**src/hw/rtl/lrp_pkg.sv**
```systemverilog
package lrp_pkg;

	// Field widths
	localparam int ST_W   = 6;
	localparam int COL_W  = 4;
	localparam int NT_W   = 4;
	localparam int PROD_W = 6;
	localparam int KIND_W = 2;
	localparam int LEN_W  = 4;
	localparam int RK_W   = 3;
	localparam int EC_W   = 3;

	// Table and stack sizes
	localparam int NUM_STATES       = 64;
	localparam int NUM_TERMINALS    = 16;
	localparam int NUM_NONTERMINALS = 16;
	localparam int NUM_PRODUCTIONS  = 64;
	localparam int STACK_DEPTH      = 64;
	localparam int MAX_CHAIN        = 62;

	localparam int ACT_AW   = ST_W + COL_W;
	localparam int GOTO_AW  = ST_W + NT_W;
	localparam int SP_W     = $clog2(STACK_DEPTH);
	localparam int CNT_W    = $clog2(STACK_DEPTH + 1);
	localparam int CHAIN_W  = $clog2(MAX_CHAIN + 1);

	// Item opcodes
	localparam logic [1:0] OP_ACT_WR  = 2'd0;
	localparam logic [1:0] OP_GOTO_WR = 2'd1;
	localparam logic [1:0] OP_PROD_WR = 2'd2;
	localparam logic [1:0] OP_TOKEN   = 2'd3;

	// Action kinds
	localparam logic [KIND_W-1:0] AK_ERROR  = 2'd0;
	localparam logic [KIND_W-1:0] AK_SHIFT  = 2'd1;
	localparam logic [KIND_W-1:0] AK_REDUCE = 2'd2;
	localparam logic [KIND_W-1:0] AK_ACCEPT = 2'd3;

	// Result kinds
	localparam logic [RK_W-1:0] RK_WRITE  = 3'd0;
	localparam logic [RK_W-1:0] RK_SHIFT  = 3'd1;
	localparam logic [RK_W-1:0] RK_REDUCE = 3'd2;
	localparam logic [RK_W-1:0] RK_ACCEPT = 3'd3;
	localparam logic [RK_W-1:0] RK_ERROR  = 3'd4;

	// Error causes
	localparam logic [EC_W-1:0] EC_NONE      = 3'd0;
	localparam logic [EC_W-1:0] EC_ENTRY     = 3'd1;
	localparam logic [EC_W-1:0] EC_OVERFLOW  = 3'd2;
	localparam logic [EC_W-1:0] EC_UNDERFLOW = 3'd3;
	localparam logic [EC_W-1:0] EC_CHAIN     = 3'd4;

	// Table write port
	typedef struct packed {
		logic              act_we;
		logic              goto_we;
		logic              prod_we;
		logic [ST_W-1:0]   row;
		logic [COL_W-1:0]  col;
		logic [PROD_W-1:0] pid;
		logic [KIND_W-1:0] kind;
		logic [ST_W-1:0]   val;
		logic [NT_W-1:0]   lhs;
		logic [LEN_W-1:0]  len;
	} tbl_wr_t;

	// Table read addresses
	typedef struct packed {
		logic [ACT_AW-1:0]  act;
		logic [PROD_W-1:0]  prod;
		logic [GOTO_AW-1:0] gto;
	} tbl_ra_t;

	// Table read data
	typedef struct packed {
		logic [KIND_W-1:0] act_kind;
		logic [ST_W-1:0]   act_val;
		logic [NT_W-1:0]   prod_lhs;
		logic [LEN_W-1:0]  prod_len;
		logic [ST_W-1:0]   goto_state;
	} tbl_rd_t;

	// Stack memory command
	typedef struct packed {
		logic            we;
		logic [SP_W-1:0] waddr;
		logic [ST_W-1:0] wdata;
		logic [SP_W-1:0] raddr;
	} stk_cmd_t;

	// One result item
	typedef struct packed {
		logic [RK_W-1:0]   kind;
		logic [PROD_W-1:0] prod;
		logic [ST_W-1:0]   top;
		logic [CNT_W-1:0]  depth;
		logic [EC_W-1:0]   cause;
		logic              last;
	} res_t;

endpackage

```
**src/hw/rtl/lrp_stack.sv**
```systemverilog
// State stack memory. Entry zero is never written by the sequencer, and a read
// of address zero is answered with zero, so it always stands for state 0.
module lrp_stack (
	input  logic                     clk,
	input  lrp_pkg::stk_cmd_t        cmd,
	output logic [lrp_pkg::ST_W-1:0] rdata
);

	logic [lrp_pkg::ST_W-1:0] stk_mem [lrp_pkg::STACK_DEPTH];
	logic [lrp_pkg::ST_W-1:0] rd_q;
	logic                     rd_zero_q;

	always_ff @(posedge clk) begin
		if (cmd.we) begin
			stk_mem[cmd.waddr] <= cmd.wdata;
		end
		rd_q      <= stk_mem[cmd.raddr];
		rd_zero_q <= (cmd.raddr == '0);
	end

	assign rdata = rd_zero_q ? '0 : rd_q;

endmodule

```
**config.mk**
```make
export PLATFORM = sky130hd
export DESIGN_NAME = lrp_stack
export DESIGN_NICKNAME = d
export VERILOG_FILES = /design/src/hw/rtl/lrp_pkg.sv /design/src/hw/rtl/lrp_stack.sv
export SDC_FILE = /design/constraint.sdc
export NUM_CORES = 1
export LEC_CHECK = 0
export ABC_AREA = 0
export BUFFER_PORTS_ARGS = -buffer_cell sky130_fd_sc_hd__buf_4
export CAP_MARGIN = 20
export CORE_UTILIZATION = 30
export CTS_CLUSTER_DIAMETER = 60
export DETAILED_ROUTE_END_ITERATION = 8
export GPL_ROUTABILITY_DRIVEN = 1
export SKIP_LAST_GASP = 1
export SYNTH_ARGS = -nofsm -noshare
export SYNTH_HDL_FRONTEND = slang
export SYNTH_SLANG_ARGS = --single-unit
```
**constraint.sdc**
```tcl
create_clock -name clk -period 2.6 [get_ports clk]
set_input_delay 0.52 -clock clk [delete_from_list [all_inputs] [get_ports clk]]
set_output_delay 0.52 -clock clk [all_outputs]
set_load 0.1 [all_outputs]
```
==> results.json, run 1 <==
{
  "initialDrtViolationCount": 729,
  "cts-buffers-inserted": 40,
  "dpl_worst_slack_ns": 0.0982,
  "max_slew_headroom_at_the_worst_pin": 0.529,
  "fp.coreArea_sq_um": 50400,
  "period_share": 0.749,
  "rows": 82,
  "via_per_inst": 4.92,
  "die_area_sq_um": 52100,
  "worst_clock_skew_ns": 0.00758,
  "power_report.internal_total_mw": 10.7,
  "fmax_mhz": 514,
  "synth_enable_flop_cells": 384,
  "pwr_density_cell_nw_per_um2": 744,
  "place_hpwl_mm": 22.7,
  "numClockSinks": 391,
  "grt_pass1_wl_mm": 53.7,
  "switching_share": 0.209,
  "num-nets-final": 908,
  "critical_path_peak_fanout": 17,
  "cts.repair.resized": 0,
  "synth_seq_area_share": 0.759,
  "cp.required_ns": 3.01,
  "port_buffers": 25,
  "die_y_um": 228,
  "cts_root_buf": "sky130_fd_sc_hd__clkbuf_16",
  "grt_setup_unrepaired": "no",
  "pins_over_slew_limit": 0,
  "floorplan.initialDensity": 0.305,
  "n_fill_cell": 4617,
  "finalSetupTns_ns": 0,
  "synth_ff_type": "sky130_fd_sc_hd__edfxtp_1",
  "crit_path_top_delay_cell": "sky130_fd_sc_hd__mux4_2",
  "power.share.clock": 0.422,
  "wire_per_inst_um": 22.3,
  "htree_levels": 2,
  "worstMarginPinSlew_ns": 0.706,
  "post_synth_num_cell_types": 45,
  "drive_above_1_share": 0.264,
  "avgSynthCellArea_sq_um": 19.8,
  "vias": 7821,
  "post_cts_buffers": 0,
  "drc_errors": 0,
  "vdd_ir_drop_max_mv": 0.379,
  "fin_cells": 1589,
  "vias_in_the_first_global_route": 8106,
  "netlist_area_sq_um": 15400,
  "numPlacedInstances": 1518,
  "grtUsageTotal": 0.137,
  "cp_cell_sequence": "buf_6 > buf_12 > mux4_2 > a22o_1 > nor4_1 > a311oi_1 > a41o_1",
  "drt_pass1_iterations": 5,
  "pwr-share-seq": 0.519,
  "grt_max_degree": 65,
  "cp-end-kind": "flop",
  "die_w_um": 228,
  "finalHoldViolCount": 0,
  "drtAntennaViolNets": 0,
  "mappedNetlistNets": 798,
  "setup_viol": 0,
  "pin_count": 26,
  "power.leakage_nw": 5.87,
  "worst_path_largest_cell_delay_ns": 0.53,
  "cts_tree": "yes",
  "max-cap-violations": 0,
  "layout-area-overhead-vs-synth_pct": 18.0,
  "setup.worst_path.start_class": "input port",
  "clockBufferDepth": 3,
  "clk-insertion-delay-late_ns": 0.53,
  "net-switching-power_mw": 2.82,
  "initial_antenna_violation_count": 1,
  "p_comb_frac": 0.059,
  "path_class": "in2reg",
  "ys.warnings.count": 0,
  "grt.overflow.total": 0,
  "gp_congestion": 0.803,
  "cts.hold.buffers_added": 0,
  "synthArstFlopShare": 0,
  "clkTransAtPathRegs_ns": 0.06,
  "final_critical_path_setup_slack_ns": 0.653,
  "cp_data_arrival_time_ns": 2.36,
  "min_path_type": "in2reg",
  "routed_wirelength_mm": 35.5,
  "antenna_cells": 0,
  "status": "complete, no violations",
  "fin_crit_ns": 1.95,
  "number_of_register_bits_inferred_by_synthesis": 391,
  "postSynthCellCount": 778
}
## cells by family (layout without fill, tap and decap cells)
group	after synthesis	in the layout	share of synthesized area
and+or+nand+nor	139	139	0.0433
muxes	127	127	0.143
buffers and inverters	46	185	0.0194
AOI/OAI and AO/OA	75	75	0.0352
DFF	391	391	0.759
## cell type report
class / instances / area (sq um) / share of cell area
repair buffers: 114 / 922 / 0.0508
clock buffers: 49 / 1080 / 0.0593
well taps: 672 / 841 / 0.0464
multi-input cells: 341 / 3400 / 0.188
flip-flops and latches: 391 / 11700 / 0.644
clock inverters: 22 / 225 / 0.0124
## worst max-delay path, delay by kind of cell
family | cells | cell delay (ns)
AND/OR/NAND/NOR | 1 | 0.26
AO/OA/AOI/OAI | 3 | 0.63
multiplexers | 1 | 0.53
buffers and inverters | 2 | 0.40
## cells in the mapped netlist, types with 3 or more instances
cell type / number / area [sq um]
sky130_fd_sc_hd__a22oi_1: 11 / 82.6
sky130_fd_sc_hd__nor2b_1: 15 / 93.8
sky130_fd_sc_hd__mux2i_1: 53 / 531
sky130_fd_sc_hd__a21oi_1: 6 / 30.0
sky130_fd_sc_hd__o211ai_1: 7 / 52.6
sky130_fd_sc_hd__buf_1: 3 / 11.3
sky130_fd_sc_hd__nor2_1: 72 / 270
sky130_fd_sc_hd__edfxtp_1: 384 / 11500
sky130_fd_sc_hd__buf_2: 8 / 40.0
sky130_fd_sc_hd__a22o_1: 7 / 61.3
sky130_fd_sc_hd__nand2_1: 10 / 37.5
sky130_fd_sc_hd__dfxtp_1: 7 / 140
sky130_fd_sc_hd__buf_6: 8 / 90.1
sky130_fd_sc_hd__mux4_1: 5 / 131
sky130_fd_sc_hd__o22ai_1: 20 / 125
sky130_fd_sc_hd__nand2b_1: 10 / 62.6
sky130_fd_sc_hd__nand3_1: 9 / 45.0
sky130_fd_sc_hd__a211oi_1: 9 / 67.6
sky130_fd_sc_hd__o221ai_1: 3 / 26.3
sky130_fd_sc_hd__nor3_1: 5 / 25.0
sky130_fd_sc_hd__nand3b_1: 5 / 37.5
sky130_fd_sc_hd__mux4_2: 67 / 1510
sky130_fd_sc_hd__a31oi_1: 3 / 18.8
sky130_fd_sc_hd__clkbuf_1: 21 / 78.8
sky130_fd_sc_hd__buf_8: 3 / 45.0
## through the flow
stage	util	total power, mW	cell area, sq um	hold slack, ns
floorplan	-	7.60	15400	0.619
global placement	0.334	7.93	16800	0.837
detailed placement	0.334	7.94	16800	0.835
CTS	0.360	13.6	18100	0.321
global route	0.360	13.9	18100	0.333
finish	0.360	13.5	18100	0.338
## flip-flops by register name (all words and copies together) (netlist names)
name       count
stk_mem      384
rd_q           6
rd_zero_q      1
## final timing paths
kind                        from        end  slack [ns]  depth (start not counted)
hold reg to reg   stk_mem[25][4]    rd_q[4]        0.86                          4
setup / recovery          cmd[0]    rd_q[2]        0.65                          7
hold / removal            cmd[5]  rd_zero_q        0.34                          2
setup reg to reg  stk_mem[30][0]    rd_q[0]        0.70                          5
## power by group through the flow
| stage | registers, mW | clock network, mW | logic (mW) |
|---|---|---|---|
| after floorplan | 7.12 | 0 | 0.487 |
| after global placement | 7.13 | 0 | 0.801 |
| after detailed placement | 7.13 | 0 | 0.807 |
| after CTS | 7.00 | 5.81 | 0.808 |
| after global routing | 7.00 | 6.04 | 0.848 |
| final | 7.00 | 5.70 | 0.798 |
## cell usage in the layout, fill, tap and decap left out, types with 7 or more instances in the layout
cell                          n
sky130_fd_sc_hd__a211oi_1     9
sky130_fd_sc_hd__a22o_1       7
sky130_fd_sc_hd__a22oi_1     11
sky130_fd_sc_hd__buf_4      108
sky130_fd_sc_hd__clkbuf_16   41
sky130_fd_sc_hd__clkinv_1    10
sky130_fd_sc_hd__dfxtp_1      7
sky130_fd_sc_hd__edfxtp_1   384
sky130_fd_sc_hd__mux2i_1     53
sky130_fd_sc_hd__mux4_2      67
sky130_fd_sc_hd__nand2_1     10
sky130_fd_sc_hd__nand2b_1    10
sky130_fd_sc_hd__nand3_1      9
sky130_fd_sc_hd__nor2_1      72
sky130_fd_sc_hd__nor2b_1     15
sky130_fd_sc_hd__o211ai_1     7
sky130_fd_sc_hd__o22ai_1     20
## routing by layer
layer / vias to the layer above / global-route usage / part of all wire
met2: 240 / 0.218 / 0.47
met3: 61 / 0.0273 / 0.064
met1: 4112 / 0.193 / 0.45
li1: 3408 / - / -
met4: 0 / 0.0331 / 0.021
met5: - / 0 / 0
No activity file was read; power rests on OpenSTA's default activity.
==> run 2, diff against run 1 <==
clock period = 1.61 ns   (was 2.6 ns; I/O delays follow)
==> results.json, run 2 (synthesis results as in run 1) <==
{
  "status": "complete, but fails checks",
  "failed_checks": "setup timing",
  "fp.coreArea_sq_um": 50400,
  "grt.overflow.total": 0,
  "setup.worst_path.start_class": "flop",
  "floorplan.initialDensity": 0.305,
  "power.share.clock": 0.415,
  "fraction_of_the_core_area_covered_by_cells_at_the_end_of_the_flow": 0.384,
  "drive_above_1_share": 0.380,
  "via_per_inst": 4.84,
  "cp-end-kind": "flop",
  "mostFrequentLayoutCells": "sky130_fd_sc_hd__edfxtp_1 (384), sky130_fd_sc_hd__buf_4 (155), sky130_fd_sc_hd__mux4_2 (69)",
  "htree_levels": 2,
  "initial_antenna_violation_count": 1,
  "net-switching-power_mw": 4.72,
  "cp.required_ns": 2.04,
  "min_path_type": "in2reg",
  "period_share": 1.10,
  "rows": 82,
  "power_report.internal_total_mw": 17.4,
  "switching_share": 0.213,
  "max-cap-violations": 0,
  "initialDrtViolationCount": 627,
  "drc_errors": 0,
  "worstMarginPinSlew_ns": 0.668,
  "p_comb_frac": 0.074,
  "grt_max_degree": 65,
  "cp_data_arrival_time_ns": 2.21,
  "routed_wirelength_mm": 37.0,
  "leading_cell_type_in_the_layout_fill_and_taps_excluded": "sky130_fd_sc_hd__edfxtp_1",
  "cts_root_buf": "sky130_fd_sc_hd__clkbuf_16",
  "die_y_um": 228,
  "grtUsageTotal": 0.143,
  "final_critical_path_setup_slack_ns": -0.169,
  "drtAntennaViolNets": 0,
  "power.leakage_nw": 6.39,
  "grt_pass1_wl_mm": 55.2,
  "finalSetupTns_ns": -0.474,
  "regMostFlops": "stk_mem",
  "critical_path.reg2reg.startpoint": "stk_mem[12][2]",
  "clkTransAtPathRegs_ns": 0.06,
  "fmax_mhz": 562,
  "die_w_um": 228,
  "drt_pass1_iterations": 5,
  "num-nets-final": 981,
  "path_class": "reg2reg",
  "numPlacedInstances": 1590,
  "cts.hold.buffers_added": 0,
  "clockBufferDepth": 3,
  "vias": 8053,
  "pin_count": 26,
  "grt_setup_unrepaired": "yes",
  "clk-insertion-delay-late_ns": 0.54,
  "setup.worst_path.start": "stk_mem[12][2]",
  "numClockSinks": 391,
  "timing.reg2reg.worst_path_depth": 5,
  "vdd_ir_drop_max_mv": 0.741,
  "vias_in_the_first_global_route": 8285,
  "setup_viol": 6,
  "min_path_cells": 2,
  "cts-buffers-inserted": 41,
  "die_area_sq_um": 52100,
  "finalHoldViolCount": 0,
  "pins_over_slew_limit": 0,
  "gp_congestion": 0.868,
  "max_slew_headroom_at_the_worst_pin": 0.555,
  "largest_registers": "stk_mem (384), rd_q (6), rd_zero_q (1)",
  "worst_clock_skew_ns": 0.0169,
  "fin_crit_ns": 1.78,
  "dpl_worst_slack_ns": -0.594,
  "wire_per_inst_um": 22.3,
  "antenna_cells": 0,
  "place_hpwl_mm": 25.3,
  "p_total_mw": 22.1,
  "layout-area-overhead-vs-synth_pct": 26.0,
  "port_buffers": 25,
  "pwr_density_cell_nw_per_um2": 1140,
  "max_reg_flops": 384,
  "pwr-share-seq": 0.511,
  "timing.hold.worst.start": "cmd[4]",
  "fin_cells": 1663,
  "cts_tree": "yes",
  "critical_path_peak_fanout": 1
}
==> run 2: changes by cell type in the layout (fill, tap and decap cells not counted), moves of 7 or more <==
cell                      delta
sky130_fd_sc_hd__buf_12     +24
sky130_fd_sc_hd__buf_4      +47
sky130_fd_sc_hd__nor2_1     -26
sky130_fd_sc_hd__nor2_2      +8
sky130_fd_sc_hd__nor2_4     +18
sky130_fd_sc_hd__nor2b_1     -7
==> run 2: power by group through the flow <==
| stage | Sequential, mW | Combinational [mW] | Clock, mW |
|---|---|---|---|
| 2_1_floorplan | 11.5 | 0.864 | 0 |
| 3_3_place_gp | 11.5 | 1.54 | 0 |
| 3_5_place_dp | 11.5 | 1.55 | 0 |
| 4_1_cts | 11.3 | 1.64 | 9.36 |
| 5_1_grt | 11.3 | 1.73 | 9.73 |
| 6_report | 11.3 | 1.65 | 9.18 |
==> run 2: final cells by class <==
cell class / count / area, sq um
clock buffers: 53 / 1100
clock inverters: 20 / 200
fillers: 4539 / 31000
multi-input cells: 341 / 3750
flip-flops and latches: 391 / 11700
well taps: 672 / 841
repair buffers: 186 / 1780
==> run 2: repair_timing <==
item                       CTS  global route
pin swaps                    4             2
gates cloned                 0             0
setup endpoints to repair   12            12
buffers inserted             0             0
resized for setup           39            10
==> run 2: per-stage QoR <==
stage          hold slack [ns]  area (sq um)
2_1_floorplan            0.421         15700
3_3_place_gp             0.644         17900
3_5_place_dp             0.640         17900
4_1_cts                 0.0883         19300
5_1_grt                 0.0976         19400
6_report                 0.109         19400
==> run 2: path summary, 6_finish.rpt <==
| path | endpoint | slack [ns] |
|---|---|---|
| setup reg to reg | rd_q[2] | -0.17 |
| setup / recovery | rd_q[2] | -0.17 |
| hold / removal | rd_zero_q | 0.11 |
| hold reg to reg | rd_q[0] | 0.89 |
==> run 2: worst max-delay path, cell delays in order (launching register included) <==
cell                       delay, ns
sky130_fd_sc_hd__edfxtp_1       0.42
sky130_fd_sc_hd__mux4_2         0.48
sky130_fd_sc_hd__a22o_1         0.29
sky130_fd_sc_hd__nor4_2         0.19
sky130_fd_sc_hd__a311oi_1       0.09
sky130_fd_sc_hd__a41o_1         0.21
==> run 2: metal layers <==
layer | global-route usage | routed length [um] | part of all wire | vias up
li1 | - | - | - | 3565
met1 | 0.208 | 17200 | 0.46 | 4176
met2 | 0.219 | 16700 | 0.45 | 251
met3 | 0.0274 | 2340 | 0.063 | 59
met4 | 0.0405 | 770 | 0.021 | 2
met5 | 0 | 13 | 0.00035 | -
