$ cat src/hw/rtl/lrp_pkg.sv
package lrp_pkg;

	// Field widths
	localparam int ST_W   = 6;
	localparam int COL_W  = 4;
	localparam int NT_W   = 4;
	localparam int PROD_W = 6;
	localparam int KIND_W = 2;
	localparam int LEN_W  = 4;
	localparam int RK_W   = 3;
	localparam int EC_W   = 3;

	// Table and stack sizes
	localparam int NUM_STATES       = 64;
	localparam int NUM_TERMINALS    = 16;
	localparam int NUM_NONTERMINALS = 16;
	localparam int NUM_PRODUCTIONS  = 64;
	localparam int STACK_DEPTH      = 64;
	localparam int MAX_CHAIN        = 62;

	localparam int ACT_AW   = ST_W + COL_W;
	localparam int GOTO_AW  = ST_W + NT_W;
	localparam int SP_W     = $clog2(STACK_DEPTH);
	localparam int CNT_W    = $clog2(STACK_DEPTH + 1);
	localparam int CHAIN_W  = $clog2(MAX_CHAIN + 1);

	// Item opcodes
	localparam logic [1:0] OP_ACT_WR  = 2'd0;
	localparam logic [1:0] OP_GOTO_WR = 2'd1;
	localparam logic [1:0] OP_PROD_WR = 2'd2;
	localparam logic [1:0] OP_TOKEN   = 2'd3;

	// Action kinds
	localparam logic [KIND_W-1:0] AK_ERROR  = 2'd0;
	localparam logic [KIND_W-1:0] AK_SHIFT  = 2'd1;
	localparam logic [KIND_W-1:0] AK_REDUCE = 2'd2;
	localparam logic [KIND_W-1:0] AK_ACCEPT = 2'd3;

	// Result kinds
	localparam logic [RK_W-1:0] RK_WRITE  = 3'd0;
	localparam logic [RK_W-1:0] RK_SHIFT  = 3'd1;
	localparam logic [RK_W-1:0] RK_REDUCE = 3'd2;
	localparam logic [RK_W-1:0] RK_ACCEPT = 3'd3;
	localparam logic [RK_W-1:0] RK_ERROR  = 3'd4;

	// Error causes
	localparam logic [EC_W-1:0] EC_NONE      = 3'd0;
	localparam logic [EC_W-1:0] EC_ENTRY     = 3'd1;
	localparam logic [EC_W-1:0] EC_OVERFLOW  = 3'd2;
	localparam logic [EC_W-1:0] EC_UNDERFLOW = 3'd3;
	localparam logic [EC_W-1:0] EC_CHAIN     = 3'd4;

	// Table write port
	typedef struct packed {
		logic              act_we;
		logic              goto_we;
		logic              prod_we;
		logic [ST_W-1:0]   row;
		logic [COL_W-1:0]  col;
		logic [PROD_W-1:0] pid;
		logic [KIND_W-1:0] kind;
		logic [ST_W-1:0]   val;
		logic [NT_W-1:0]   lhs;
		logic [LEN_W-1:0]  len;
	} tbl_wr_t;

	// Table read addresses
	typedef struct packed {
		logic [ACT_AW-1:0]  act;
		logic [PROD_W-1:0]  prod;
		logic [GOTO_AW-1:0] gto;
	} tbl_ra_t;

	// Table read data
	typedef struct packed {
		logic [KIND_W-1:0] act_kind;
		logic [ST_W-1:0]   act_val;
		logic [NT_W-1:0]   prod_lhs;
		logic [LEN_W-1:0]  prod_len;
		logic [ST_W-1:0]   goto_state;
	} tbl_rd_t;

	// Stack memory command
	typedef struct packed {
		logic            we;
		logic [SP_W-1:0] waddr;
		logic [ST_W-1:0] wdata;
		logic [SP_W-1:0] raddr;
	} stk_cmd_t;

	// One result item
	typedef struct packed {
		logic [RK_W-1:0]   kind;
		logic [PROD_W-1:0] prod;
		logic [ST_W-1:0]   top;
		logic [CNT_W-1:0]  depth;
		logic [EC_W-1:0]   cause;
		logic              last;
	} res_t;

endpackage

$ cat src/hw/rtl/lrp_ctrl.sv
// Parse sequencer: decodes items, walks the reduce chain, keeps top and depth.
module lrp_ctrl (
	input  logic                       clk,
	input  logic                       arst_n,
	input  logic                       in_valid,
	output logic                       in_stall,
	input  logic [1:0]                 op,
	input  logic [lrp_pkg::ST_W-1:0]   row_state,
	input  logic [lrp_pkg::COL_W-1:0]  column,
	input  logic [lrp_pkg::PROD_W-1:0] production_id,
	input  logic [lrp_pkg::KIND_W-1:0] entry_kind,
	input  logic [lrp_pkg::ST_W-1:0]   entry_value,
	input  logic [lrp_pkg::NT_W-1:0]   lhs_symbol,
	input  logic [lrp_pkg::LEN_W-1:0]  rhs_length,
	input  logic                       can_emit,
	output logic                       emit,
	output lrp_pkg::res_t              res,
	output lrp_pkg::tbl_wr_t           tbl_wr,
	output lrp_pkg::tbl_ra_t           tbl_ra,
	input  lrp_pkg::tbl_rd_t           tbl_rd,
	output lrp_pkg::stk_cmd_t          stk_cmd,
	input  logic [lrp_pkg::ST_W-1:0]   stk_rdata
);

	localparam logic [2:0] S_IDLE  = 3'd0;
	localparam logic [2:0] S_ACT   = 3'd1;
	localparam logic [2:0] S_DEC   = 3'd2;
	localparam logic [2:0] S_PROD  = 3'd3;
	localparam logic [2:0] S_UNDER = 3'd4;
	localparam logic [2:0] S_GOTO  = 3'd5;

	localparam logic [lrp_pkg::CNT_W-1:0] FULL = lrp_pkg::CNT_W'(lrp_pkg::STACK_DEPTH);
	localparam logic [lrp_pkg::CHAIN_W-1:0] CHAIN_LIM =
		lrp_pkg::CHAIN_W'(lrp_pkg::MAX_CHAIN);

	logic [2:0]                    state_q, state_d;
	logic [lrp_pkg::ST_W-1:0]      top_q, top_d;
	logic [lrp_pkg::CNT_W-1:0]     cnt_q, cnt_d;
	logic [lrp_pkg::CHAIN_W-1:0]   chain_q, chain_d;
	logic [lrp_pkg::COL_W-1:0]     col_q, col_d;

	logic                          accept;
	logic                          err_fire;
	logic                          restart;
	logic [lrp_pkg::EC_W-1:0]      err_cause;
	logic [lrp_pkg::CNT_W-1:0]     plen_ext;
	logic [lrp_pkg::CNT_W-1:0]     base_cnt;
	logic [lrp_pkg::CNT_W-1:0]     under_idx;

	assign in_stall = !((state_q == S_IDLE) && can_emit);
	assign accept   = in_valid && !in_stall;

	// table writes straight from the accepted item
	always_comb begin
		tbl_wr.act_we  = accept && (op == lrp_pkg::OP_ACT_WR);
		tbl_wr.goto_we = accept && (op == lrp_pkg::OP_GOTO_WR);
		tbl_wr.prod_we = accept && (op == lrp_pkg::OP_PROD_WR);
		tbl_wr.row     = row_state;
		tbl_wr.col     = column;
		tbl_wr.pid     = production_id;
		tbl_wr.kind    = entry_kind;
		tbl_wr.val     = entry_value;
		tbl_wr.lhs     = lhs_symbol;
		tbl_wr.len     = rhs_length;
	end

	// stack arithmetic for the reduce in flight
	assign plen_ext  = lrp_pkg::CNT_W'(tbl_rd.prod_len);
	assign base_cnt  = cnt_q - plen_ext;
	assign under_idx = base_cnt - lrp_pkg::CNT_W'(1);

	// read addresses follow the held registers
	assign tbl_ra.act  = {top_q, col_q};
	assign tbl_ra.prod = tbl_rd.act_val;
	assign tbl_ra.gto  = {stk_rdata, tbl_rd.prod_lhs};

	// sequencer
	always_comb begin
		state_d   = state_q;
		top_d     = top_q;
		cnt_d     = cnt_q;
		chain_d   = chain_q;
		col_d     = col_q;
		emit      = 1'b0;
		err_fire  = 1'b0;
		restart   = 1'b0;
		err_cause = lrp_pkg::EC_NONE;
		res.kind  = lrp_pkg::RK_WRITE;
		res.prod  = '0;
		res.top   = top_q;
		res.depth = cnt_q;
		res.cause = lrp_pkg::EC_NONE;
		res.last  = 1'b1;
		stk_cmd.we    = 1'b0;
		stk_cmd.waddr = cnt_q[lrp_pkg::SP_W-1:0];
		stk_cmd.wdata = tbl_rd.act_val;
		stk_cmd.raddr = under_idx[lrp_pkg::SP_W-1:0];

		case (state_q)
			S_IDLE: begin
				if (accept) begin
					if (op == lrp_pkg::OP_TOKEN) begin
						col_d   = column;
						chain_d = '0;
						state_d = S_ACT;
					end else begin
						emit = 1'b1;
					end
				end
			end
			S_ACT: begin
				state_d = S_DEC;
			end
			S_DEC: begin
				if (can_emit) begin
					case (tbl_rd.act_kind)
						lrp_pkg::AK_ERROR: begin
							err_fire  = 1'b1;
							err_cause = lrp_pkg::EC_ENTRY;
						end
						lrp_pkg::AK_SHIFT: begin
							if (cnt_q >= FULL) begin
								err_fire  = 1'b1;
								err_cause = lrp_pkg::EC_OVERFLOW;
							end else begin
								stk_cmd.we = 1'b1;
								top_d      = tbl_rd.act_val;
								cnt_d      = cnt_q + lrp_pkg::CNT_W'(1);
								emit       = 1'b1;
								res.kind   = lrp_pkg::RK_SHIFT;
								res.top    = tbl_rd.act_val;
								res.depth  = cnt_q + lrp_pkg::CNT_W'(1);
								state_d    = S_IDLE;
							end
						end
						lrp_pkg::AK_ACCEPT: begin
							emit     = 1'b1;
							restart  = 1'b1;
							res.kind = lrp_pkg::RK_ACCEPT;
							state_d  = S_IDLE;
						end
						lrp_pkg::AK_REDUCE: begin
							if (chain_q >= CHAIN_LIM) begin
								err_fire  = 1'b1;
								err_cause = lrp_pkg::EC_CHAIN;
							end else begin
								state_d = S_PROD;
							end
						end
						default: begin
							err_fire  = 1'b1;
							err_cause = lrp_pkg::EC_ENTRY;
						end
					endcase
				end
			end
			S_PROD: begin
				if (can_emit) begin
					if (plen_ext >= cnt_q) begin
						err_fire  = 1'b1;
						err_cause = lrp_pkg::EC_UNDERFLOW;
					end else if ((plen_ext == '0) && (cnt_q >= FULL)) begin
						err_fire  = 1'b1;
						err_cause = lrp_pkg::EC_OVERFLOW;
					end else begin
						state_d = S_UNDER;
					end
				end
			end
			S_UNDER: begin
				state_d = S_GOTO;
			end
			S_GOTO: begin
				if (can_emit) begin
					stk_cmd.we    = 1'b1;
					stk_cmd.waddr = base_cnt[lrp_pkg::SP_W-1:0];
					stk_cmd.wdata = tbl_rd.goto_state;
					top_d         = tbl_rd.goto_state;
					cnt_d         = base_cnt + lrp_pkg::CNT_W'(1);
					chain_d       = chain_q + lrp_pkg::CHAIN_W'(1);
					emit          = 1'b1;
					res.kind      = lrp_pkg::RK_REDUCE;
					res.prod      = tbl_rd.act_val;
					res.top       = tbl_rd.goto_state;
					res.depth     = base_cnt + lrp_pkg::CNT_W'(1);
					res.last      = 1'b0;
					state_d       = S_ACT;
				end
			end
			default: begin
				state_d = S_IDLE;
			end
		endcase

		// error result reports the stack as it stood, then restarts
		if (err_fire) begin
			emit      = 1'b1;
			restart   = 1'b1;
			res.kind  = lrp_pkg::RK_ERROR;
			res.cause = err_cause;
			state_d   = S_IDLE;
		end
		if (restart) begin
			top_d = '0;
			cnt_d = lrp_pkg::CNT_W'(1);
		end
	end

	always_ff @(posedge clk or negedge arst_n) begin
		if (!arst_n) begin
			state_q <= S_IDLE;
			top_q   <= '0;
			cnt_q   <= lrp_pkg::CNT_W'(1);
			chain_q <= '0;
		end else begin
			state_q <= state_d;
			top_q   <= top_d;
			cnt_q   <= cnt_d;
			chain_q <= chain_d;
		end
	end

	always_ff @(posedge clk) begin
		col_q <= col_d;
	end

endmodule

$ cat config.mk
export PLATFORM = sky130hd
export DESIGN_NAME = lrp_ctrl
export DESIGN_NICKNAME = d
export VERILOG_FILES = /design/src/hw/rtl/lrp_pkg.sv /design/src/hw/rtl/lrp_ctrl.sv
export SDC_FILE = /design/constraint.sdc
export NUM_CORES = 1
export LEC_CHECK = 0
export BUFFER_PORTS_ARGS = -buffer_cell sky130_fd_sc_hd__clkbuf_2
export CAP_MARGIN = 20
export CORE_ASPECT_RATIO = 0.75
export CORE_MARGIN = 2
export CORE_UTILIZATION = 44
export CTS_CLUSTER_SIZE = 12
export DETAILED_ROUTE_END_ITERATION = 7
export PLACE_DENSITY = 0.82
export SYNTH_ARGS = -nofsm -noshare
export SYNTH_HDL_FRONTEND = slang
export SYNTH_SLANG_ARGS = --single-unit
$ cat constraint.sdc
create_clock -name clk -period 3.5 [get_ports clk]
set_clock_uncertainty 0.15 [all_clocks]
set_input_delay 0.35 -clock clk [delete_from_list [all_inputs] [get_ports clk]]
set_output_delay 0.35 -clock clk [all_outputs]
set_load 0.05 [all_outputs]
==> impl_metrics.tcl, run 1 <==
set metrics [dict create \
    status "complete, no violations" \
    antenna_found_initial 0 \
    fin_ws_ns 0.1443 \
    seq_area_frac_synth_pct 23.65 \
    rows 25 \
    synth_edf_count 4 \
    postSynthNetCount 425 \
    max-vdd-ir-drop_v 0.0003502 \
    clk_pin_slew_ns 0.09 \
    dp_slack_ns 0.2868 \
    drc 0 \
    synth.cell_area_um2 2841 \
    synth.yosys.warnings 0 \
    async_flop_share_pct 84.62 \
    fin_cells 471 \
    max_freq_mhz 298.0 \
    cts_tree "yes" \
    use_met1_pct 27.04 \
    fp.dieArea_um2 7123 \
    yosysTopAreaCellShare_pct 18.49 \
    synth_seq_cells 26 \
    period_needed_ns 3.356 \
    pin_count 174 \
    core_area_um2 6287 \
    cts_max_level 1 \
    busiest_layer "met2" \
    cap_violations 0 \
    worst_slew_pin_slew_ns 0.6602 \
    utilization_pct 49.57 \
    synth_cell_types 71 \
    clock-root-buffer "clkbuf_8" \
    hold_violations 0 \
    reg2regPathDepth 9 \
    grtUsageMet3_pct 5.519 \
    die_w_um 96.79 \
    cp_slowest_cell "dfrtp_1" \
    area_growth_pct 9.687 \
    gr-usage-met2_pct 32.87 \
    drt_iter0_drc 178 \
    cts_buffer_depth 2 \
    avgSynthCellArea_um2 8.165 \
    drv_slew 0 \
    totalPowerFinal_mw 2.816 \
    drt_pass1_iterations 5 \
    wl_per_cell_um 15.88 \
    grt_pass1_vias 2381 \
    cp_max_fo 6 \
    synthFlopType "dfrtp_1" \
    post_drt_via_cell_ratio 5.715 \
    dpl.hpwl_um 5695 \
    crit_cells 8 \
    p_per_area_nw_per_um2 903.5 \
    clock_sinks 26 \
    fin_crit_sh_pct 95.88 \
    grt_pass1_wl_um 11650 \
    clock_latency_ns 0.28 \
    crit_arrival_ns 2.86 \
    drive_gt1_share_pct 32.05 \
    start_kind "flop" \
    worstHoldPathCells 1 \
    crit_chain "ha_1 -> nor2b_1 -> o22ai_2 -> a22oi_2 -> and2_1 -> nor2_1 -> or4_1 -> buf_2" \
    gp_congestion 0.8690 \
    port_buffers 97 \
    critical-path-max-stage-delay_ns 0.50 \
    synthTopCellsByArea "dfrtp_1, buf_4, ha_1, edfxtp_1, nand2_1" \
    criticalPathCategory "reg2out" \
    slew_headroom_pct 55.69 \
    nets 468 \
    dp.cells 465 \
    cts_made_buffers 3 \
    final_cell_mix "clkbuf_2, nand2_1, nor2_1" \
    insertedDiodeCount 0 \
    grt_usage_pct 20.06 \
    p_leak_nw 1.648 \
    grt_max_degree 27 \
    final-setup-viol-count 0 \
    wl_um 7481 \
    required_ns 3.00 \
    start_util_pct 45.19 \
    ant_nets 0 \
    hp-class "in2reg" \
    crit_path_end_kind "output port" \
    die_height_um 73.60 \
    synth_top_area_cell "dfrtp_1" \
    grt.overflow.total 0 \
    syn_inst 348 \
    cp_top_family "simple AND/OR/NAND/NOR gates" \
    worst-path-buf-inv 1 \
    final_common_cell "clkbuf_2" \
    vias 2692 \
]
synthesized netlist by cell type (all sizes together), types with 2 or more instances:
library cell / n
o21ai: 13
a221oi: 6
nor4: 3
a221o: 7
nor2b: 4
ha: 10
a21oi: 10
clkbuf: 7
and3: 6
a211o: 2
nand2: 27
nand3: 12
nor2: 24
o211a: 2
buf: 56
edfxtp: 4
inv: 23
o22ai: 4
o2bb2ai: 2
nor3: 10
or2: 3
dfrtp: 21
xor2: 10
a211oi: 2
xnor2: 11
a21boi: 2
a22o: 2
and2: 14
a22oi: 4
o21a: 2
nor3b: 2
a21o: 9
nand4: 7
o311ai: 2
o211ai: 2
nand2b: 3
routing by layer:
| metal | wire length [µm] | share of wire, % | vias up |
|---|---|---|---|
| met3 | 590 | 7.9 | 18 |
| met1 | 3266 | 44 | 1282 |
| li1 | - | - | 1267 |
| met4 | 85 | 1.1 | 0 |
| met2 | 3539 | 47 | 125 |
| met5 | 0 | 0 | - |
report_power, final:
group | switching (mW) | internal [mW] | total, mW
Clock | 0.101 | 0.153 | 0.255
Sequential | 0.136 | 0.391 | 0.528
Combinational | 1.45 | 0.584 | 2.03
repair_timing:
action | 4_1_cts | 5_1_grt
hold buffers | 1 | 0
resized for setup | 2 | 7
setup endpoints to repair | 1 | 4
buffers inserted | 0 | 1
endpoints found under the hold margin | 21 | 0
pin swaps | 0 | 3
logic make-up (layout without fill, tap and decap cells):
family	after synthesis	count (layout)	share of synthesized area (%)
buf+inv	87	129	18.49
simple gates	121	121	22.41
fa+ha+maj	11	11	5.108
flops	26	26	23.65
compound gates	82	82	22.94
xor+xnor	21	21	7.398
cell type report:
cell class | count | area [µm²]
clock buffer | 3 | 41.29
clock inverter | 1 | 30.03
fill | 607 | 3171
inverter | 24 | 90.09
multi-input combinational | 235 | 1655
sequential | 26 | 671.9
tap | 81 | 101.3
timing repair buffer | 101 | 526.8
sequential cells by signal, summed over array words and instances, names as in the netlist:
register  cells
chain_q       6
col_q         4
state_q       3
cnt_q         7
top_q         6
metrics by stage:
step	area, µm²	hold slack (ns)	TNS [ns]
finish	3117	0.1086	0
global route	3117	0.1004	-0.005152
CTS	3098	0.1040	0
detailed placement	3008	0.2383	0
global placement	3008	0.2307	0
floorplan	2841	-0.09559	0
worst reg2reg max path, cell delays in order (launching register included):
cell,delay (ns)
dfstp_2,0.59
inv_2,0.07
ha_2,0.40
nand4_1,0.10
o21ai_0,0.15
a22oi_2,0.17
buf_4,0.17
a22oi_1,0.38
o211ai_1,0.19
a221o_1,0.34
final timing paths:
path,start,end,slack [ns]
max in group asynchronous,arst_n,top_q[0]$_DFFE_PN0P_,2.38
min,column[1],col_q[1]$_DFFE_PP_,0.11
min in group asynchronous,arst_n,chain_q[4]$_DFFE_PN0P_,0.45
min reg2reg,chain_q[0]$_DFFE_PN0P_,chain_q[0]$_DFFE_PN0P_,0.38
max reg2reg,cnt_q[0]$_DFFE_PN1P_,cnt_q[5]$_DFFE_PN0P_,0.67
max,cnt_q[1]$_DFFE_PN0P_,emit,0.14
No activity file was read; power rests on OpenSTA's default activity.
==> run 2: changes to the inputs <==
--- a/config.mk
+++ b/config.mk
@@ -9,10 +9,10 @@
 export CAP_MARGIN = 20
 export CORE_ASPECT_RATIO = 0.75
 export CORE_MARGIN = 2
-export CORE_UTILIZATION = 44
+export CORE_UTILIZATION = 48
 export CTS_CLUSTER_SIZE = 12
 export DETAILED_ROUTE_END_ITERATION = 7
-export PLACE_DENSITY = 0.82
+export PLACE_DENSITY = 0.88
 export SYNTH_ARGS = -nofsm -noshare
 export SYNTH_HDL_FRONTEND = slang
 export SYNTH_SLANG_ARGS = --single-unit
==> constraint.sdc (replaced) <==
create_clock -name clk -period 4 [get_ports clk]
set_clock_uncertainty 0.15 [all_clocks]
set_input_delay 0.4 -clock clk [delete_from_list [all_inputs] [get_ports clk]]
set_output_delay 0.4 -clock clk [all_outputs]
set_load 0.05 [all_outputs]
==> run 2 against run 1 <==
  * Global-route usage rose by 1.5 points
  * Sequential share of layout area rose by 0.41 points
  * Flip-flop and latch count did not move
  * Worst setup slack improved by 0.30 ns
  * Count of clock-buffer cells in the layout did not move
  * First-iteration DRC count fell by 6.7%
  * Wire length fell by 3.0%
  * Non-clock buffer count fell by 1
==> impl_metrics.tcl, run 2 (synthesized netlist as in run 1, its figures left out) <==
set metrics [dict create \
    status "complete, no violations" \
    totalPowerFinal_mw 2.360 \
    cts_buffer_depth 2 \
    max_freq_mhz 281.3 \
    intPower_mw 0.9044 \
    drive_gt1_share_pct 30.33 \
    drc 0 \
    final_common_cell "clkbuf_2" \
    antenna_found_initial 0 \
    criticalPathCategory "reg2out" \
    vias 2681 \
    gp_congestion 0.9544 \
    grt_pass1_wl_um 11580 \
    cts_made_buffers 3 \
    hp-class "in2reg" \
    insertedDiodeCount 0 \
    swShare_pct 61.68 \
    required_ns 3.45 \
    reg.largest.list "cnt_q: 7 flops, chain_q: 6 flops, top_q: 6 flops" \
    cap_violations 0 \
    clock_sinks 26 \
    busiest_layer "met2" \
    dpl-instance-area_um2 3004 \
    clock-root-buffer "clkbuf_8" \
    grt_max_degree 27 \
    drt_iter0_drc 166 \
    period_needed_ns 3.555 \
    rsz0062_at_grt "false" \
    grt_pass1_vias 2425 \
    wl_um 7259 \
    cp_slowest_cell "fa_1" \
    dp_slack_ns 0.7682 \
    largest_reg_flops 7 \
    grtUsageMet3_pct 4.792 \
    max-vdd-ir-drop_v 0.0002196 \
    crit_arrival_ns 3.01 \
    dpl.hpwl_um 5514 \
    p_per_area_nw_per_um2 771.5 \
    gr-usage-met2_pct 36.07 \
    use_met1_pct 28.37 \
    critical-path-max-stage-delay_ns 0.42 \
    crit_chain "inv_1 -> ha_1 -> inv_1 -> fa_1 -> a21o_1 -> a21oi_4 -> xnor2_2 -> nor4_2 -> xor2_1 -> o21ai_1 -> clkbuf_2" \
    fin_ws_ns 0.4449 \
    crit_top_cell "inv_1" \
    start_util_pct 49.28 \
    die_w_um 92.84 \
    wl_per_cell_um 15.54 \
    regMostFlops "cnt_q" \
    cp_max_fo 5 \
    power.share.clock_pct 6.3 \
    cts_tree "yes" \
    final_area_um2 3059 \
    area_growth_pct 7.662 \
    p_leak_nw 1.628 \
    final_cell_mix "clkbuf_2, nand2_1, nor2_1" \
    cp_top_family "adder cells" \
    cts_setup_buffers 0 \
    cts_max_level 1 \
    drt_pass1_iterations 5 \
    port_buffers 97 \
    slew_headroom_pct 48.85 \
    p_seq_share_pct 19.5 \
    utilization_pct 53.06 \
    nets 467 \
    grt.overflow.total 0 \
    core_area_um2 5766 \
    tns_ns 0 \
    clock_latency_ns 0.27 \
    fp.dieArea_um2 6557 \
    p_comb_share_pct 74.2 \
    worst-path-buf-inv 3 \
    pin_count 174 \
    rows 24 \
    fin_crit_sh_pct 88.88 \
    ant_nets 0 \
    hold_violations 0 \
    crit_path_end_kind "output port" \
    p_switching_mw 1.456 \
    final-setup-viol-count 0 \
    die_height_um 70.63 \
    worst_slew_pin_slew_ns 0.7622 \
    post_drt_via_cell_ratio 5.741 \
    grt_usage_pct 21.55 \
    drv_slew 0 \
    start_kind "flop" \
    clk_pin_slew_ns 0.09 \
]
==> run 2: per-stage QoR <==
stage               cells  hold WS [ns]
finish                467        0.1648
global placement      462        0.2719
floorplan             348      -0.04559
detailed placement    462        0.2727
CTS                   467        0.1585
global route          467        0.1577
==> run 2: routing by layer <==
layer / vias to the layer above / part of all wire (%)
met5: - / 0
met4: 0 / 2.0
met3: 18 / 8.8
met2: 141 / 46
met1: 1253 / 43
li1: 1269 / -
==> run 2: layout make-up <==
class,count,area [µm²]
Fill cell,539,2706
Multi-Input combinational cell,235,1644
Sequential cell,26,671.9
Timing Repair Buffer,100,510.5
Tap cell,78,97.59
Inverter,24,90.09
Clock buffer,3,41.29
Clock inverter,1,3.754
==> run 2: final timing paths <==
check	start	end	slack [ns]	cells after the start
worst max-delay path	cnt_q[0]$_DFFE_PN1P_	res[10]	0.44	11
worst min-delay path	column[3]	col_q[3]$_DFFE_PP_	0.16	1
worst max register to register	cnt_q[0]$_DFFE_PN1P_	cnt_q[5]$_DFFE_PN0P_	1.17	8
worst min register to register	chain_q[0]$_DFFE_PN0P_	chain_q[0]$_DFFE_PN0P_	0.39	1
max in group asynchronous	arst_n	cnt_q[0]$_DFFE_PN1P_	2.82	2
min in group asynchronous	arst_n	chain_q[4]$_DFFE_PN0P_	0.51	2
==> run 2: repair_timing <==
item / CTS / global route
hold buffers: 1 / 0
resized for setup: 0 / 0
endpoints found under the hold margin: 21 / 0
==> run 2: power by group through the flow <==
stage | registers (mW) | clock network, mW | logic (mW)
2_1_floorplan | 0.517 | 0 | 1.44
3_3_place_gp | 0.455 | 0 | 1.72
3_5_place_dp | 0.460 | 0 | 1.74
4_1_cts | 0.456 | 0.156 | 1.75
5_1_grt | 0.475 | 0.165 | 1.87
6_report | 0.460 | 0.149 | 1.75
==> run 2: worst register-to-register path, cell delays in order (launching register included) <==
cell	delay, ns
dfstp_2	0.57
inv_1	0.10
ha_1	0.43
nand4_1	0.14
o21ai_0	0.18
a22oi_2	0.17
a22oi_1	0.42
o211ai_1	0.21
a221o_1	0.35
==> run 3: changes to the inputs <==
==> constraint.sdc (replaced) <==
create_clock -name clk -period 4.1 [get_ports clk]
set_clock_uncertainty 0.15 [all_clocks]
set_input_delay 0.41 -clock clk [delete_from_list [all_inputs] [get_ports clk]]
set_output_delay 0.41 -clock clk [all_outputs]
set_load 0.05 [all_outputs]
==> run 3 against run 2 <==
  * Combinational power hardly changed
  * Largest power group unchanged
  * Flip-flop and latch count unchanged
  * Die area unchanged
  * Non-clock buffer count fell by 1
  * Hold slack better by 0.012 ns
==> impl_metrics.tcl, run 3 (synthesized netlist as in run 1, its figures left out) <==
set metrics [dict create \
    slew_headroom_pct 53.46 \
    wl_um 7373 \
    gp_congestion 0.9406 \
    crit_top_cell "inv_1" \
    rows 24 \
    intPower_mw 0.9008 \
    die_w_um 92.84 \
    status "complete, no violations" \
    p_switching_mw 1.432 \
    grt_pass1_wl_um 11830 \
    crit_chain "inv_1 -> ha_1 -> inv_1 -> fa_1 -> a21o_1 -> a21oi_4 -> xnor2_2 -> nor4_2 -> xor2_1 -> o21ai_1 -> clkbuf_2" \
    wl_per_cell_um 15.82 \
    criticalPathCategory "reg2out" \
    cap_violations 0 \
    cp_slowest_cell "fa_1" \
    drc 0 \
    grt_pass1_vias 2508 \
    power.share.clock_pct 7.3 \
    tns_ns 0 \
    start_kind "flop" \
    die_height_um 70.63 \
    swShare_pct 61.38 \
    fp.dieArea_um2 6557 \
    p_seq_share_pct 19.1 \
    max_freq_mhz 273.7 \
    drive_gt1_share_pct 30.41 \
    insertedDiodeCount 0 \
    hold_violations 0 \
    cts_buffer_depth 2 \
    cts_made_buffers 3 \
    worst-path-buf-inv 3 \
    start_util_pct 49.28 \
    grt_max_degree 27 \
    pin_count 174 \
    period_needed_ns 3.654 \
    grt.overflow.total 0 \
    worst_slew_pin_slew_ns 0.6934 \
    required_ns 3.54 \
    p_leak_nw 1.628 \
    clock_sinks 26 \
    critical-path-max-stage-delay_ns 0.43 \
    core_area_um2 5766 \
    utilization_pct 53.10 \
    nets 466 \
    vias 2682 \
    port_buffers 97 \
    cts_max_level 1 \
    final_common_cell "clkbuf_2" \
    p_comb_share_pct 73.6 \
    cts_setup_buffers 0 \
    grt_usage_pct 21.92 \
    cts_tree "yes" \
    crit_arrival_ns 3.09 \
    final-setup-viol-count 0 \
    largest_reg_flops 7 \
    dpl.hpwl_um 5567 \
    drv_slew 0 \
    max-vdd-ir-drop_v 0.0002090 \
    cp_max_fo 5 \
    final_cell_mix "clkbuf_2, nand2_1, nor2_1" \
    ant_nets 0 \
    drt_pass1_iterations 5 \
    rsz0062_at_grt "false" \
    clock_latency_ns 0.27 \
    reg.largest.list "cnt_q: 7 flops, chain_q: 6 flops, top_q: 6 flops" \
    clk_pin_slew_ns 0.09 \
    hp-class "in2reg" \
    fin_crit_sh_pct 89.12 \
    post_drt_via_cell_ratio 5.755 \
    clock-root-buffer "clkbuf_8" \
    crit_path_end_kind "output port" \
    p_per_area_nw_per_um2 761.8 \
    antenna_found_initial 0 \
    nFillCells 545 \
    cp_top_family "adder cells" \
    regMostFlops "cnt_q" \
    drt_iter0_drc 245 \
    area_growth_pct 7.750 \
]
==> run 3: power groups by stage <==
stage	Combinational (mW)	Sequential (mW)	Clock, mW
after floorplan	1.40	0.504	0
after global placement	1.67	0.443	0
after detailed placement	1.71	0.448	0
after CTS	1.71	0.443	0.174
after global routing	1.83	0.464	0.182
final	1.72	0.446	0.169
==> run 3: per-stage QoR <==
| step | hold WS (ns) | power [mW] | cell area [µm²] | instances | setup WS (ns) |
|---|---|---|---|---|---|
| floorplan | -0.03559 | 1.906 | 2841 | 348 | 0.6021 |
| global placement | 0.2801 | 2.118 | 2997 | 461 | 0.8761 |
| detailed placement | 0.2858 | 2.154 | 2997 | 461 | 0.7640 |
| CTS | 0.1740 | 2.328 | 3062 | 466 | 0.4477 |
| global route | 0.1721 | 2.471 | 3062 | 466 | 0.2821 |
| finish | 0.1768 | 2.332 | 3062 | 466 | 0.4462 |
==> run 3: per-layer routing <==
layer  vias up  track usage (%)  part of all wire [%]
met4         0            6.046                   1.3
met1      1263            28.50                    42
met5         -                0                     0
met2       138            36.80                    48
li1       1267                -                     -
met3        14            5.218                   9.5
==> run 3: final cells by class <==
type / instances / area, µm² / area share (%)
flip-flops and latches: 26 / 671.9 / 21.95
well taps: 78 / 97.59 / 3.188
clock buffers: 4 / 55.05 / 1.798
inverters: 24 / 90.09 / 2.942
multi-input cells: 235 / 1644 / 53.70
repair buffers: 99 / 503.0 / 16.43
==> run 3: final timing paths <==
path / cells after the start / slack (ns) / from / end
setup / recovery: 11 / 0.45 / cnt_q[0]$_DFFE_PN1P_ / res[10]
hold / removal: 1 / 0.18 / column[3] / col_q[3]$_DFFE_PP_
setup reg to reg: 10 / 1.22 / cnt_q[0]$_DFFE_PN1P_ / cnt_q[5]$_DFFE_PN0P_
hold reg to reg: 1 / 0.39 / top_q[4]$_DFFE_PN0P_ / top_q[4]$_DFFE_PN0P_
max in group asynchronous: 2 / 2.90 / arst_n / state_q[2]$_DFFE_PN0P_
min in group asynchronous: 2 / 0.52 / arst_n / top_q[4]$_DFFE_PN0P_
==> run 3: timing repair <==
action,in CTS,in global routing
endpoints found under the hold margin,21,0
hold buffers,1,0
resized for setup,0,0
